**config.mk**
```make
export PLATFORM = sky130hd
export DESIGN_NAME = h264_nal_type_scanner_flat
export DESIGN_NICKNAME = d
export VERILOG_FILES = /design/src/nalscan_pkg.sv /design/src/nalscan_in_if.sv /design/src/nalscan_out_if.sv /design/src/h264_nal_type_scanner.sv /design/src/nalscan_cfg.sv /design/src/nalscan_annexb.sv /design/src/nalscan_avcc.sv /design/src/flat_wrapper.sv
export SDC_FILE = /design/constraint.sdc
export NUM_CORES = 1
export LEC_CHECK = 0
export BUFFER_PORTS_ARGS = -buffer_cell sky130_fd_sc_hd__buf_2
export CORE_UTILIZATION = 50
export CTS_CLUSTER_SIZE = 8
export DETAILED_ROUTE_END_ITERATION = 16
export PLACE_DENSITY = 0.78
export SLEW_MARGIN = 40
export SYNTH_ARGS = -nofsm -noshare
export SYNTH_HDL_FRONTEND = slang
export SYNTH_HIERARCHICAL = 1
export SYNTH_SLANG_ARGS = --single-unit
```
**constraint.sdc**
```tcl
create_clock -name clk -period 11.6 [get_ports clk]
set_clock_uncertainty 0.2 [all_clocks]
set_input_delay 1.16 -clock clk [delete_from_list [all_inputs] [get_ports clk]]
set_output_delay 1.16 -clock clk [all_outputs]
set_load 0.03 [all_outputs]
```
**src/nalscan_pkg.sv**
```systemverilog
package nalscan_pkg;

  localparam int unsigned TYPE_BITS     = 5;
  localparam int unsigned BYTE_BITS     = 8;
  localparam int unsigned WINDOW_DEPTH  = 5;
  localparam int unsigned LEN_BITS      = 32;
  localparam int unsigned APB_ADDR_BITS = 3;
  localparam int unsigned APB_DATA_BITS = 32;

  localparam logic [TYPE_BITS-1:0] TYPE_MASK          = 5'h1F;
  localparam logic [TYPE_BITS-1:0] WANTED_TYPE_RESET  = 5'd5;
  localparam logic                 RELAXED_TAIL_RESET = 1'b1;

  localparam logic [BYTE_BITS-1:0] CODE_ZERO = 8'h00;
  localparam logic [BYTE_BITS-1:0] CODE_ONE  = 8'h01;

  // Register index is taken from paddr[2].
  typedef logic reg_idx_t;
  localparam reg_idx_t REG_WANTED_TYPE  = 1'b0;
  localparam reg_idx_t REG_RELAXED_TAIL = 1'b1;

  typedef struct packed {
    logic [TYPE_BITS-1:0] wanted_type;
    logic                 relaxed_tail;
  } cfg_t;

  // One byte step as seen by both checks.
  typedef struct packed {
    logic                                    adv;
    logic                                    last;
    logic [BYTE_BITS-1:0]                    cur;
    logic [WINDOW_DEPTH-1:0][BYTE_BITS-1:0]  win;
    logic                                    ge4;
    logic                                    ge5;
    logic                                    sat;
  } step_t;

  function automatic logic type_ok(input logic [BYTE_BITS-1:0] b,
                                   input logic [TYPE_BITS-1:0] wanted);
    type_ok = ((b[TYPE_BITS-1:0] & TYPE_MASK) == wanted);
  endfunction

endpackage

```
**src/nalscan_in_if.sv**
```systemverilog
interface nalscan_in_if;
  logic       valid;
  logic       ready;
  logic [7:0] data_byte;
  logic       last;

  modport source (output valid, output data_byte, output last, input ready);
  modport sink   (input valid, input data_byte, input last, output ready);
endinterface

```
**src/nalscan_out_if.sv**
```systemverilog
interface nalscan_out_if;
  logic valid;
  logic ready;
  logic found;

  modport source (output valid, output found, input ready);
  modport sink   (input valid, input found, output ready);
endinterface

```
**src/h264_nal_type_scanner.sv**
```systemverilog
// Channel   Modport  Payload               Transfer
// stream    sink     data_byte[7:0], last  valid && ready
// report    source   found                 valid && ready
// APB       slave    wanted_type, relaxed  psel && penable && pwrite
//
// One byte is taken per cycle unless a last byte waits on a stalled result.
// A byte is held in the input register, then both checks evaluate it and
// update their state in a single pass. The result for a buffer is loaded into
// the result register at the edge where its last byte leaves the input
// register, so it can be transferred out only after that edge.
// Reset is synchronous and active high and clears all scan state; the same
// state also clears after each last byte. A stalled result blocks only the
// next last byte; ordinary bytes keep flowing into the checks meanwhile.
module h264_nal_type_scanner #(
  parameter int unsigned POSITION_BITS = 32
) (
  input  logic                                  clk,
  input  logic                                  rst,
  nalscan_in_if.sink                            stream,
  nalscan_out_if.source                         report,
  input  logic                                  psel,
  input  logic                                  penable,
  input  logic                                  pwrite,
  input  logic [nalscan_pkg::APB_ADDR_BITS-1:0] paddr,
  input  logic [nalscan_pkg::APB_DATA_BITS-1:0] pwdata,
  output logic [nalscan_pkg::APB_DATA_BITS-1:0] prdata,
  output logic                                  pready
);

  nalscan_pkg::cfg_t  cfg;
  nalscan_pkg::step_t step;

  // Input register.
  logic                                s1_valid;
  logic [nalscan_pkg::BYTE_BITS-1:0]   s1_byte;
  logic                                s1_last;
  logic                                s1_adv;
  logic                                in_take;

  // Scan position and the window of the five previous bytes, newest at index 0.
  logic [POSITION_BITS-1:0]                                          pos;
  logic [nalscan_pkg::WINDOW_DEPTH-1:0][nalscan_pkg::BYTE_BITS-1:0]  win;

  logic annexb_now;
  logic avcc_now;

  // Result register.
  logic out_valid;
  logic found;

  nalscan_cfg u_cfg (
    .clk     (clk),
    .rst     (rst),
    .psel    (psel),
    .penable (penable),
    .pwrite  (pwrite),
    .paddr   (paddr),
    .pwdata  (pwdata),
    .prdata  (prdata),
    .pready  (pready),
    .cfg     (cfg)
  );

  // A byte without the last flag produces no result and always moves on. The
  // last byte moves on only if the result register is free or being emptied.
  assign s1_adv       = s1_valid && (!s1_last || !out_valid || report.ready);
  assign stream.ready = !s1_valid || s1_adv;
  assign in_take      = stream.valid && stream.ready;

  always_ff @(posedge clk) begin
    if (rst) begin
      s1_valid <= 1'b0;
    end else if (in_take) begin
      s1_valid <= 1'b1;
    end else if (s1_adv) begin
      s1_valid <= 1'b0;
    end
  end

  always_ff @(posedge clk) begin
    if (in_take) begin
      s1_byte <= stream.data_byte;
      s1_last <= stream.last;
    end
  end

  always_comb begin
    step.adv  = s1_adv;
    step.last = s1_last;
    step.cur  = s1_byte;
    step.win  = win;
    step.ge4  = pos >= POSITION_BITS'(4);
    step.ge5  = pos >= POSITION_BITS'(5);
    step.sat  = &pos;
  end

  // Position saturates at all ones; the length walk stops there.
  always_ff @(posedge clk) begin
    if (rst) begin
      pos <= '0;
      win <= '0;
    end else if (s1_adv) begin
      if (s1_last) begin
        pos <= '0;
        win <= '0;
      end else begin
        if (!step.sat) begin
          pos <= pos + POSITION_BITS'(1);
        end
        win <= {win[nalscan_pkg::WINDOW_DEPTH-2:0], s1_byte};
      end
    end
  end

  nalscan_annexb u_annexb (
    .clk     (clk),
    .rst     (rst),
    .cfg     (cfg),
    .step    (step),
    .hit_now (annexb_now)
  );

  nalscan_avcc u_avcc (
    .clk     (clk),
    .rst     (rst),
    .cfg     (cfg),
    .step    (step),
    .hit_now (avcc_now)
  );

  always_ff @(posedge clk) begin
    if (rst) begin
      out_valid <= 1'b0;
    end else if (s1_adv && s1_last) begin
      out_valid <= 1'b1;
    end else if (report.ready) begin
      out_valid <= 1'b0;
    end
  end

  always_ff @(posedge clk) begin
    if (s1_adv && s1_last) begin
      found <= annexb_now | avcc_now;
    end
  end

  assign report.valid = out_valid;
  assign report.found = found;

  a_result_from_last: assert property (@(posedge clk) disable iff (rst)
      $rose(out_valid) |-> $past(s1_valid && s1_last))
    else $error("Result raised without a last byte");

  a_last_blocks: assert property (@(posedge clk) disable iff (rst)
      s1_valid && s1_last && out_valid && !report.ready |-> !stream.ready)
    else $error("Input taken while a last byte waits for the result register");

  a_pos_clears: assert property (@(posedge clk) disable iff (rst)
      s1_adv && s1_last |=> pos == '0)
    else $error("Position not cleared after the end of a buffer");

endmodule

```
**src/nalscan_cfg.sv**
```systemverilog
module nalscan_cfg (
  input  logic                                  clk,
  input  logic                                  rst,
  input  logic                                  psel,
  input  logic                                  penable,
  input  logic                                  pwrite,
  input  logic [nalscan_pkg::APB_ADDR_BITS-1:0] paddr,
  input  logic [nalscan_pkg::APB_DATA_BITS-1:0] pwdata,
  output logic [nalscan_pkg::APB_DATA_BITS-1:0] prdata,
  output logic                                  pready,
  output nalscan_pkg::cfg_t                     cfg
);

  logic                 wr_en;
  nalscan_pkg::reg_idx_t idx;

  assign pready = 1'b1;
  assign wr_en  = psel && penable && pwrite && pready;
  assign idx    = paddr[2];

  always_ff @(posedge clk) begin
    if (rst) begin
      cfg.wanted_type  <= nalscan_pkg::WANTED_TYPE_RESET;
      cfg.relaxed_tail <= nalscan_pkg::RELAXED_TAIL_RESET;
    end else if (wr_en) begin
      case (idx)
        nalscan_pkg::REG_WANTED_TYPE: begin
          cfg.wanted_type <= pwdata[nalscan_pkg::TYPE_BITS-1:0] & nalscan_pkg::TYPE_MASK;
        end
        nalscan_pkg::REG_RELAXED_TAIL: begin
          cfg.relaxed_tail <= pwdata[0];
        end
        default: begin
        end
      endcase
    end
  end

  always_comb begin
    prdata = '0;
    case (idx)
      nalscan_pkg::REG_WANTED_TYPE: begin
        prdata[nalscan_pkg::TYPE_BITS-1:0] = cfg.wanted_type;
      end
      nalscan_pkg::REG_RELAXED_TAIL: begin
        prdata[0] = cfg.relaxed_tail;
      end
      default: begin
        prdata = '0;
      end
    endcase
  end

endmodule

```
**src/nalscan_annexb.sv**
```systemverilog
module nalscan_annexb (
  input  logic                 clk,
  input  logic                 rst,
  input  nalscan_pkg::cfg_t    cfg,
  input  nalscan_pkg::step_t   step,
  output logic                 hit_now
);

  logic annexb_hit;
  logic code3;
  logic code4_relaxed;
  logic code4_generic;
  logic byte_hit;

  // Three-byte code ending just before the header, header is the newest window byte.
  assign code3 = step.ge4
      && step.win[3] == nalscan_pkg::CODE_ZERO
      && step.win[2] == nalscan_pkg::CODE_ZERO
      && step.win[1] == nalscan_pkg::CODE_ONE
      && nalscan_pkg::type_ok(step.win[0], cfg.wanted_type);

  // Four-byte code whose header is the current byte.
  assign code4_relaxed = step.ge4
      && step.win[3] == nalscan_pkg::CODE_ZERO
      && step.win[2] == nalscan_pkg::CODE_ZERO
      && step.win[1] == nalscan_pkg::CODE_ZERO
      && step.win[0] == nalscan_pkg::CODE_ONE
      && nalscan_pkg::type_ok(step.cur, cfg.wanted_type);

  // Four-byte code whose header has one byte after it.
  assign code4_generic = step.ge5
      && step.win[4] == nalscan_pkg::CODE_ZERO
      && step.win[3] == nalscan_pkg::CODE_ZERO
      && step.win[2] == nalscan_pkg::CODE_ZERO
      && step.win[1] == nalscan_pkg::CODE_ONE
      && nalscan_pkg::type_ok(step.win[0], cfg.wanted_type);

  assign byte_hit = code3 | (cfg.relaxed_tail ? code4_relaxed : code4_generic);
  assign hit_now  = annexb_hit | byte_hit;

  always_ff @(posedge clk) begin
    if (rst) begin
      annexb_hit <= 1'b0;
    end else if (step.adv) begin
      annexb_hit <= step.last ? 1'b0 : hit_now;
    end
  end

  a_clear_after_last: assert property (@(posedge clk) disable iff (rst)
      step.adv && step.last |=> !annexb_hit)
    else $error("Annex-B hit survived the end of a buffer");

endmodule

```
**src/nalscan_avcc.sv**
```systemverilog
module nalscan_avcc (
  input  logic                 clk,
  input  logic                 rst,
  input  nalscan_pkg::cfg_t    cfg,
  input  nalscan_pkg::step_t   step,
  output logic                 hit_now
);

  typedef enum logic [3:0] {
    ST_LEN  = 4'b0001,
    ST_HDR  = 4'b0010,
    ST_BODY = 4'b0100,
    ST_STOP = 4'b1000
  } walk_state_t;

  walk_state_t                        state, state_next;
  logic [1:0]                         len_idx, len_idx_next;
  logic [nalscan_pkg::LEN_BITS-1:0]   unit_length, unit_length_next;
  logic [nalscan_pkg::LEN_BITS-1:0]   remain, remain_next;
  logic                               pending, pending_next;
  logic                               walk_hit;
  logic                               hit_set;
  logic                               hdr_match;

  assign hdr_match = nalscan_pkg::type_ok(step.cur, cfg.wanted_type);

  always_comb begin
    state_next       = state;
    len_idx_next     = len_idx;
    unit_length_next = unit_length;
    remain_next      = remain;
    pending_next     = pending;
    hit_set          = 1'b0;
    if (state != ST_STOP && step.sat) begin
      // Position counter saturated: the walk can no longer track offsets.
      state_next   = ST_STOP;
      pending_next = 1'b0;
    end else begin
      case (state)
        ST_LEN: begin
          unit_length_next = {unit_length[nalscan_pkg::LEN_BITS-9:0], step.cur};
          len_idx_next     = len_idx + 2'd1;
          if (len_idx == 2'd3) begin
            state_next = ST_HDR;
          end
        end
        ST_HDR: begin
          if (unit_length == '0) begin
            state_next = ST_STOP;
          end else if (unit_length == nalscan_pkg::LEN_BITS'(1)) begin
            hit_set      = hdr_match;
            pending_next = 1'b0;
            state_next   = ST_LEN;
          end else begin
            pending_next = hdr_match;
            remain_next  = unit_length - nalscan_pkg::LEN_BITS'(1);
            state_next   = ST_BODY;
          end
        end
        ST_BODY: begin
          if (remain == nalscan_pkg::LEN_BITS'(1)) begin
            hit_set      = pending;
            pending_next = 1'b0;
            state_next   = ST_LEN;
          end else begin
            remain_next = remain - nalscan_pkg::LEN_BITS'(1);
          end
        end
        ST_STOP: begin
        end
        default: begin
          state_next = ST_STOP;
        end
      endcase
    end
  end

  assign hit_now = walk_hit | hit_set;

  always_ff @(posedge clk) begin
    if (rst) begin
      state    <= ST_LEN;
      len_idx  <= 2'd0;
      pending  <= 1'b0;
      walk_hit <= 1'b0;
    end else if (step.adv) begin
      if (step.last) begin
        state    <= ST_LEN;
        len_idx  <= 2'd0;
        pending  <= 1'b0;
        walk_hit <= 1'b0;
      end else begin
        state    <= state_next;
        len_idx  <= len_idx_next;
        pending  <= pending_next;
        walk_hit <= hit_now;
      end
    end
  end

  always_ff @(posedge clk) begin
    if (step.adv) begin
      unit_length <= unit_length_next;
      remain      <= remain_next;
    end
  end

  a_stop_sticky: assert property (@(posedge clk) disable iff (rst)
      state == ST_STOP && !(step.adv && step.last) |=> state == ST_STOP)
    else $error("Length walk left the stopped state within a buffer");

  a_len_aligned: assert property (@(posedge clk) disable iff (rst)
      state == ST_HDR || state == ST_BODY |-> len_idx == 2'd0)
    else $error("Length prefix counter out of step with the walk");

endmodule

```
**src/flat_wrapper.sv**
```systemverilog
// flat-port wrapper written by rule: the top's interface ports become plain ports
module h264_nal_type_scanner_flat 
#(
  parameter int unsigned POSITION_BITS = 32
)
  (clk, rst, psel, penable, pwrite, paddr, pwdata, prdata, pready, stream_valid, stream_data_byte, stream_last, stream_ready, report_valid, report_found, report_ready);
  nalscan_in_if stream_i ();
  nalscan_out_if report_i ();
  input  logic clk;
  input  logic rst;
  input  logic psel;
  input  logic penable;
  input  logic pwrite;
  input  logic [nalscan_pkg::APB_ADDR_BITS-1:0] paddr;
  input  logic [nalscan_pkg::APB_DATA_BITS-1:0] pwdata;
  output logic [nalscan_pkg::APB_DATA_BITS-1:0] prdata;
  output logic pready;
  input wire logic [$bits(stream_i.valid)-1:0] stream_valid;
  input wire logic [$bits(stream_i.data_byte)-1:0] stream_data_byte;
  input wire logic [$bits(stream_i.last)-1:0] stream_last;
  output wire logic [$bits(stream_i.ready)-1:0] stream_ready;
  output wire logic [$bits(report_i.valid)-1:0] report_valid;
  output wire logic [$bits(report_i.found)-1:0] report_found;
  input wire logic [$bits(report_i.ready)-1:0] report_ready;
  assign stream_i.valid = stream_valid;
  assign stream_i.data_byte = stream_data_byte;
  assign stream_i.last = stream_last;
  assign stream_ready = stream_i.ready;
  assign report_valid = report_i.valid;
  assign report_found = report_i.found;
  assign report_i.ready = report_ready;
  h264_nal_type_scanner #(.POSITION_BITS(POSITION_BITS)) u_core (.clk(clk), .rst(rst), .stream(stream_i), .report(report_i), .psel(psel), .penable(penable), .pwrite(pwrite), .paddr(paddr), .pwdata(pwdata), .prdata(prdata), .pready(pready));
endmodule
```
# [Word level (Yosys, flattened, before mapping)]
# Cells that the tools add are included.
[word_totals] ff_bits=163 inputBits=51 out_inout_bits=36 elab_cells=133
[op_classes] add_sub_neg=4 magnitude_cmp=2 eq_ne=21 muxes=37 n_bitwise=6 n_reduce_logical=43
[ops] op="2-to-1 mux 32 bit" n=5
[ops] op="equality test 32 x 1 -> 1 bit (second input constant)" n=2
[ops] op="greater-or-equal comparator 32 x 3 -> 1 bit (second input constant)" n=2
[ops] op="case mux 32 bit (2 select lines)" n=1
[ops] op="subtractor 32 x 1 -> 32 bit (second input constant)" n=2
[ops] op="2-to-1 mux 40 bit" n=1
[ops] op="adder 32 x 1 -> 32 bit (second input constant)" n=1
[ops] op="logical NOT 32 bit" n=1
[ops] op="logical NOT 8 bit" n=4
[ops] op="AND reduction 32 bit" n=1
[ops] op="2-to-1 mux 4 bit" n=6
[ops] op="logical AND 1 bit" n=18
[ops] op="equality test 8 x 1 -> 1 bit (second input constant)" n=2
[ops] op="2-to-1 mux 1 bit" n=16
[ops] op="case mux 4 bit (4 select lines)" n=1
[ops] op="inequality test 4 x 3 -> 1 bit (second input constant)" n=3
[ops] op="equality test 5 bit" n=2
[ops] op="AND reduction 4 bit" n=2
[ops] op="nonzero test 2 bit" n=4
[ops] op="2-to-1 mux 2 bit" n=3
[ops] op="inequality test 2 bit (second input constant)" n=3
[ops] op="case mux 1 bit (2 select lines)" n=3
[ops] op="AND reduction 2 bit" n=3
[ops] op="AND reduction 3 bit" n=2
[ops] op="other kinds (16)" n=25

# [Depth between registers and ports, before layout]
[depth] word_depth=10 ltp_mapped=12

# [Cells and area by module]
# Netlist, hierarchy kept.
[modules_own_cells] mod="nalscan_avcc" instances=1 cells_per_inst=390 area_each_um2=4078.9 seq_area_each_um2=2082.0
[modules_own_cells] mod="h264_nal_type_scanner" instances=1 cells_per_inst=390 area_each_um2=3616.0 seq_area_each_um2=1781.7
[modules_own_cells] mod="nalscan_cfg" instances=1 cells_per_inst=62 area_each_um2=531.8 seq_area_each_um2=120.1
[modules_own_cells] mod="nalscan_annexb" instances=1 cells_per_inst=39 area_each_um2=302.8 seq_area_each_um2=20.0

# [Worst setup path after synthesis]
# No wires, ideal clock.
[synth_path] path_kind="input to register" startpoint="input port report_ready" endpoint="register u_core/u_avcc/remain[0] (netlist bit), enable pin" setup_ns=0.470 arrival_ns=4.333 setup_slack_ns=6.597 cell_stages=6 path_cell_list="nand3b_1 -> nand2_1 -> inv_1 -> buf_2 -> nand2_1 -> a211oi_1"
[synth_between] elab_chain_cells=3
[synth_rtl] item="start: declaration" line="flat_wrapper.sv:24" source="input wire logic [$bits(report_i.ready)-1:0] report_ready;"
[synth_rtl] item="logical OR 1 bit" line="h264_nal_type_scanner.sv:66" source="assign s1_adv = s1_valid && (!s1_last || !out_valid || report.ready);"
[synth_rtl] item="logical AND 1 bit" line="h264_nal_type_scanner.sv:66"
[synth_rtl] item="net u_core.s1_adv" line="h264_nal_type_scanner.sv:37" source="logic s1_adv;"
[synth_rtl] item="AND reduction 6 bit (no line)"
[synth_rtl] item="end signal: assignment" line="nalscan_avcc.sv:104" source="remain <= remain_next;"
[synth_rtl] item="end: declaration" line="nalscan_avcc.sv:19" source="logic [nalscan_pkg::LEN_BITS-1:0] remain, remain_next;"
# The timed path passes the listed nets, and every way through them passes these cells.
# A chain may end at the register's enable or synchronous reset.

==> summary.txt <==
Logic synthesis
  – EDFF count, synth: 74
  – Synthesized cell area: 8529 um^2
  – Seq/Total Area, Yosys: 46.94%
  – FF+latch count, synth: 163
  – Top FF cell, synth: dfxtp_1
  – Synth Instances: 881
  – Async SR Flop Fraction: 0%
  – Yosys warnings: 6
  – Synth cell types: 77
  – Post-Syn Area per Cell: 9.682 um^2

GRT
  – Largest net degree at the start of global routing: 73
  – First-pass GRT wire length: 29.50 mm
  – Overflow after GRT: 0
  – Number of global-route vias before repair: 5915
  – Antenna violations before repair: 0
  – Tot GR Track Use: 21.00%

Critical path
  – Crit path kind: flip-flop to flip-flop
  – FF-to-FF Start: u_core/pos[0]
  – Worst Setup End Kind: flip-flop
  – R2r endpoint: u_core/u_avcc/state[3]
  – Largest fanout on the critical path: 9
  – CP required: 11.76 ns
  – Register-to-register setup slack: 7.93 ns
  – Worst setup SP type: flip-flop
  – Worst endpoint data arrival time: 3.83 ns
  – Critical Path Start: u_core/pos[0]
  – R2R depth: 11

Floorplanning
  – Initial Util: 51.25%
  – Chip width: 132.6 um
  – Core Footprint: 16640 um^2
  – Die height: 132.6 um
  – Die ar.: 17590 um^2
  – Number of top-level pins: 87
  – FP Rows: 47

Clock network
  – Hold Buf Count CTS: 0
  – Clock Latency Late Sink: 0.43 ns
  – # H-tree levels: 4
  – CTS tree: built
  – Clock root cell: clkbuf_16
  – Post-CTS Setup Inserts: 0
  – CTS resizes: 0
  – Clock Path Buffers: 2
  – # clock sinks: 163
  – TritonCTS buffer count: 17
  – Clock slew at reported path FFs: 0.07 ns

Routing
  – DR vias: 6593
  – Routed len/inst: 15.92 um
  – Post-Route WL: 17.99 mm
  – DR iter-0 viols: 422
  – DRC Markers: 0
  – Final ANT Viol Nets: 0
  – 1st-pass router iterations: 5
  – Via/cell ratio: 5.835

Place
  – Buffers added on ports: 29
  – Placer congestion estimate: 0.8796
  – Dpl hpwl: 12.25 mm
  – Dpl cells: 1098
  – Setup WS pre-CTS: 8.017 ns

Power and ir drop
  – Peak supply drop: 0.1441 mV
  – Power Internal: 0.9569 mW
  – P per Cell Area: 136.5 nW/um^2
  – P_leak: 3.226 nW
  – Comb power frac: 5.5%
  – Switching portion of total power: 25.07%
  – P_sw: 0.3201 mW
  – Sequential Power Share: 49.1%
  – Clock network power share: 45.4%
  – Overall power: 1.277 mW

Final layout
  – Most frequent cells in the layout: 105 x nor2_1, 89 x dfxtp_1, 74 x edfxtp_1, 62 x nand2_1, 43 x xnor2_1
  – Layout overhead on the synthesized area: 9.682%
  – Final nets: 958
  – Layout cells sized above 1: 12.31%
  – Core Util, Final: 56.21%
  – Final Non-Filler Cells: 1130
  – Most common cell after layout, fill and taps aside: nor2_1
  – Ant diodes: 0

Timing
  – RSZ-0062 raised after global routing: false
  – Period utilization: 31.62%
  – Final setup fails: 0
  – Final Max Tran Viols: 0
  – Slew @ Worst Pin: 0.7937 ns
  – Slew margin rel.: 46.34%
  – Achievable Freq: 272.7 MHz
  – Setup TNS: 0 ns
  – Final worst setup slack: 7.933 ns
  – Min Tclk post-route: 3.667 ns
  – Final hold vios: 0

Worst hold path
  – Hold path start: u_core/u_avcc/len_idx[0]
  – Hold Path Cell Cnt: 2
  – Hold Path Sink: u_core/u_avcc/len_idx[0]
  – HP Class: flip-flop to flip-flop

Status
  – Outcome: complete, no violations

Flow run
  – MaxCap Viol Count: 0
## worst max-delay path, cell delays in order, from the launching register on
cell,delay (ns)
dfxtp_1,0.42
ha_1,0.27
nand4_1,0.26
or3_1,0.45
or3_1,0.62
clkinv_8,0.16
nor4b_1,0.06
o21ai_0,0.23
o21ai_0,0.16
a31o_4,0.29
or3_1,0.36
a21oi_2,0.11
## power groups by stage
stage	clock, mW	sequential (mW)	combinational [mW]
global route	0.613	0.628	0.0767
global placement	0	0.638	0.0684
CTS	0.588	0.626	0.0695
detailed placement	0	0.639	0.0690
finish	0.580	0.627	0.0700
floorplan	0	0.634	0.0625
## synthesized netlist by cell type (25+ instances only)
master	number	area share [%]
nor2_1	106	4.7
dfxtp_1	89	21
edfxtp_1	74	26
nand2_1	62	2.7
xnor2_1	43	4.4
a22oi_1	40	3.5
o21ai_0	38	2.2
xor2_1	33	3.4
nor4_1	32	2.3
buf_4	30	2.6
clkbuf_1	27	1.2
a21oi_1	25	1.5
## metal layers
metal / GRT usage (%) / part of all wire (%) / vias up
li1: - / - / 3225
met1: 27.56 / 45 / 3115
met2: 34.06 / 48 / 228
met3: 4.138 / 5.6 / 25
met4: 8.429 / 1.9 / 0
met5: 0 / 0 / -
## worst max-delay path by stage
stage,endpoint,depth (start not counted)
4_1_cts,u_core/u_avcc/state[3],11
3_5_place_dp,u_core/u_avcc/state[3],11
6_report,u_core/u_avcc/state[3],11
5_1_grt,u_core/u_avcc/state[3],11
2_1_floorplan,u_core/u_avcc/remain[0],6
3_3_place_gp,u_core/u_avcc/state[3],11
## flip-flops by register name, indices dropped and copies added, names as in the netlist
| signal | cells |
|---|---|
| u_core/u_avcc/walk_hit | 1 |
| u_core/step | 40 |
| u_core/u_avcc/len_idx | 2 |
| u_core/pos | 32 |
| u_core/u_annexb/annexb_hit | 1 |
| u_core/s1_last | 1 |
| u_core/u_avcc/unit_length | 32 |
| u_core/s1_valid | 1 |
| u_core/report.found | 1 |
| u_core/u_cfg/cfg | 6 |
| u_core/u_avcc/pending | 1 |
| u_core/s1_byte | 8 |
| u_core/u_avcc/remain | 32 |
| u_core/report.valid | 1 |
| u_core/u_avcc/state | 4 |
## metrics by stage
step,instance area (um^2),hold slack (ns)
6_report,9355,0.2763
5_1_grt,9355,0.2941
4_1_cts,9348,0.2779
3_5_place_dp,8728,0.2682
3_3_place_gp,8716,0.2552
2_1_floorplan,8627,0.2273
## layout make-up
type,count,area (um^2)
repair buffers,37,205.2
multi-input cells,658,4164
fillers,1383,7287
flip-flops and latches,163,4004
inverters,20,87.58
clock buffers,18,450.4
clock inverters,14,168.9
well taps,220,275.3
## cells by family (layout without fill, tap and decap cells)
group | after synthesis | count (layout) | synth area share, %
AOI/OAI and AO/OA | 159 | 159 | 12.50
xor gates and xnor gates | 76 | 76 | 7.804
DFF | 163 | 163 | 46.94
muxes | 18 | 18 | 2.142
adders and majority gates | 10 | 10 | 1.467
other | 2 | 28 | 0.08805
buffers and inverters | 86 | 89 | 5.794
and+or+nand+nor | 367 | 367 | 23.27
Power figures use the tool's default switching activity.
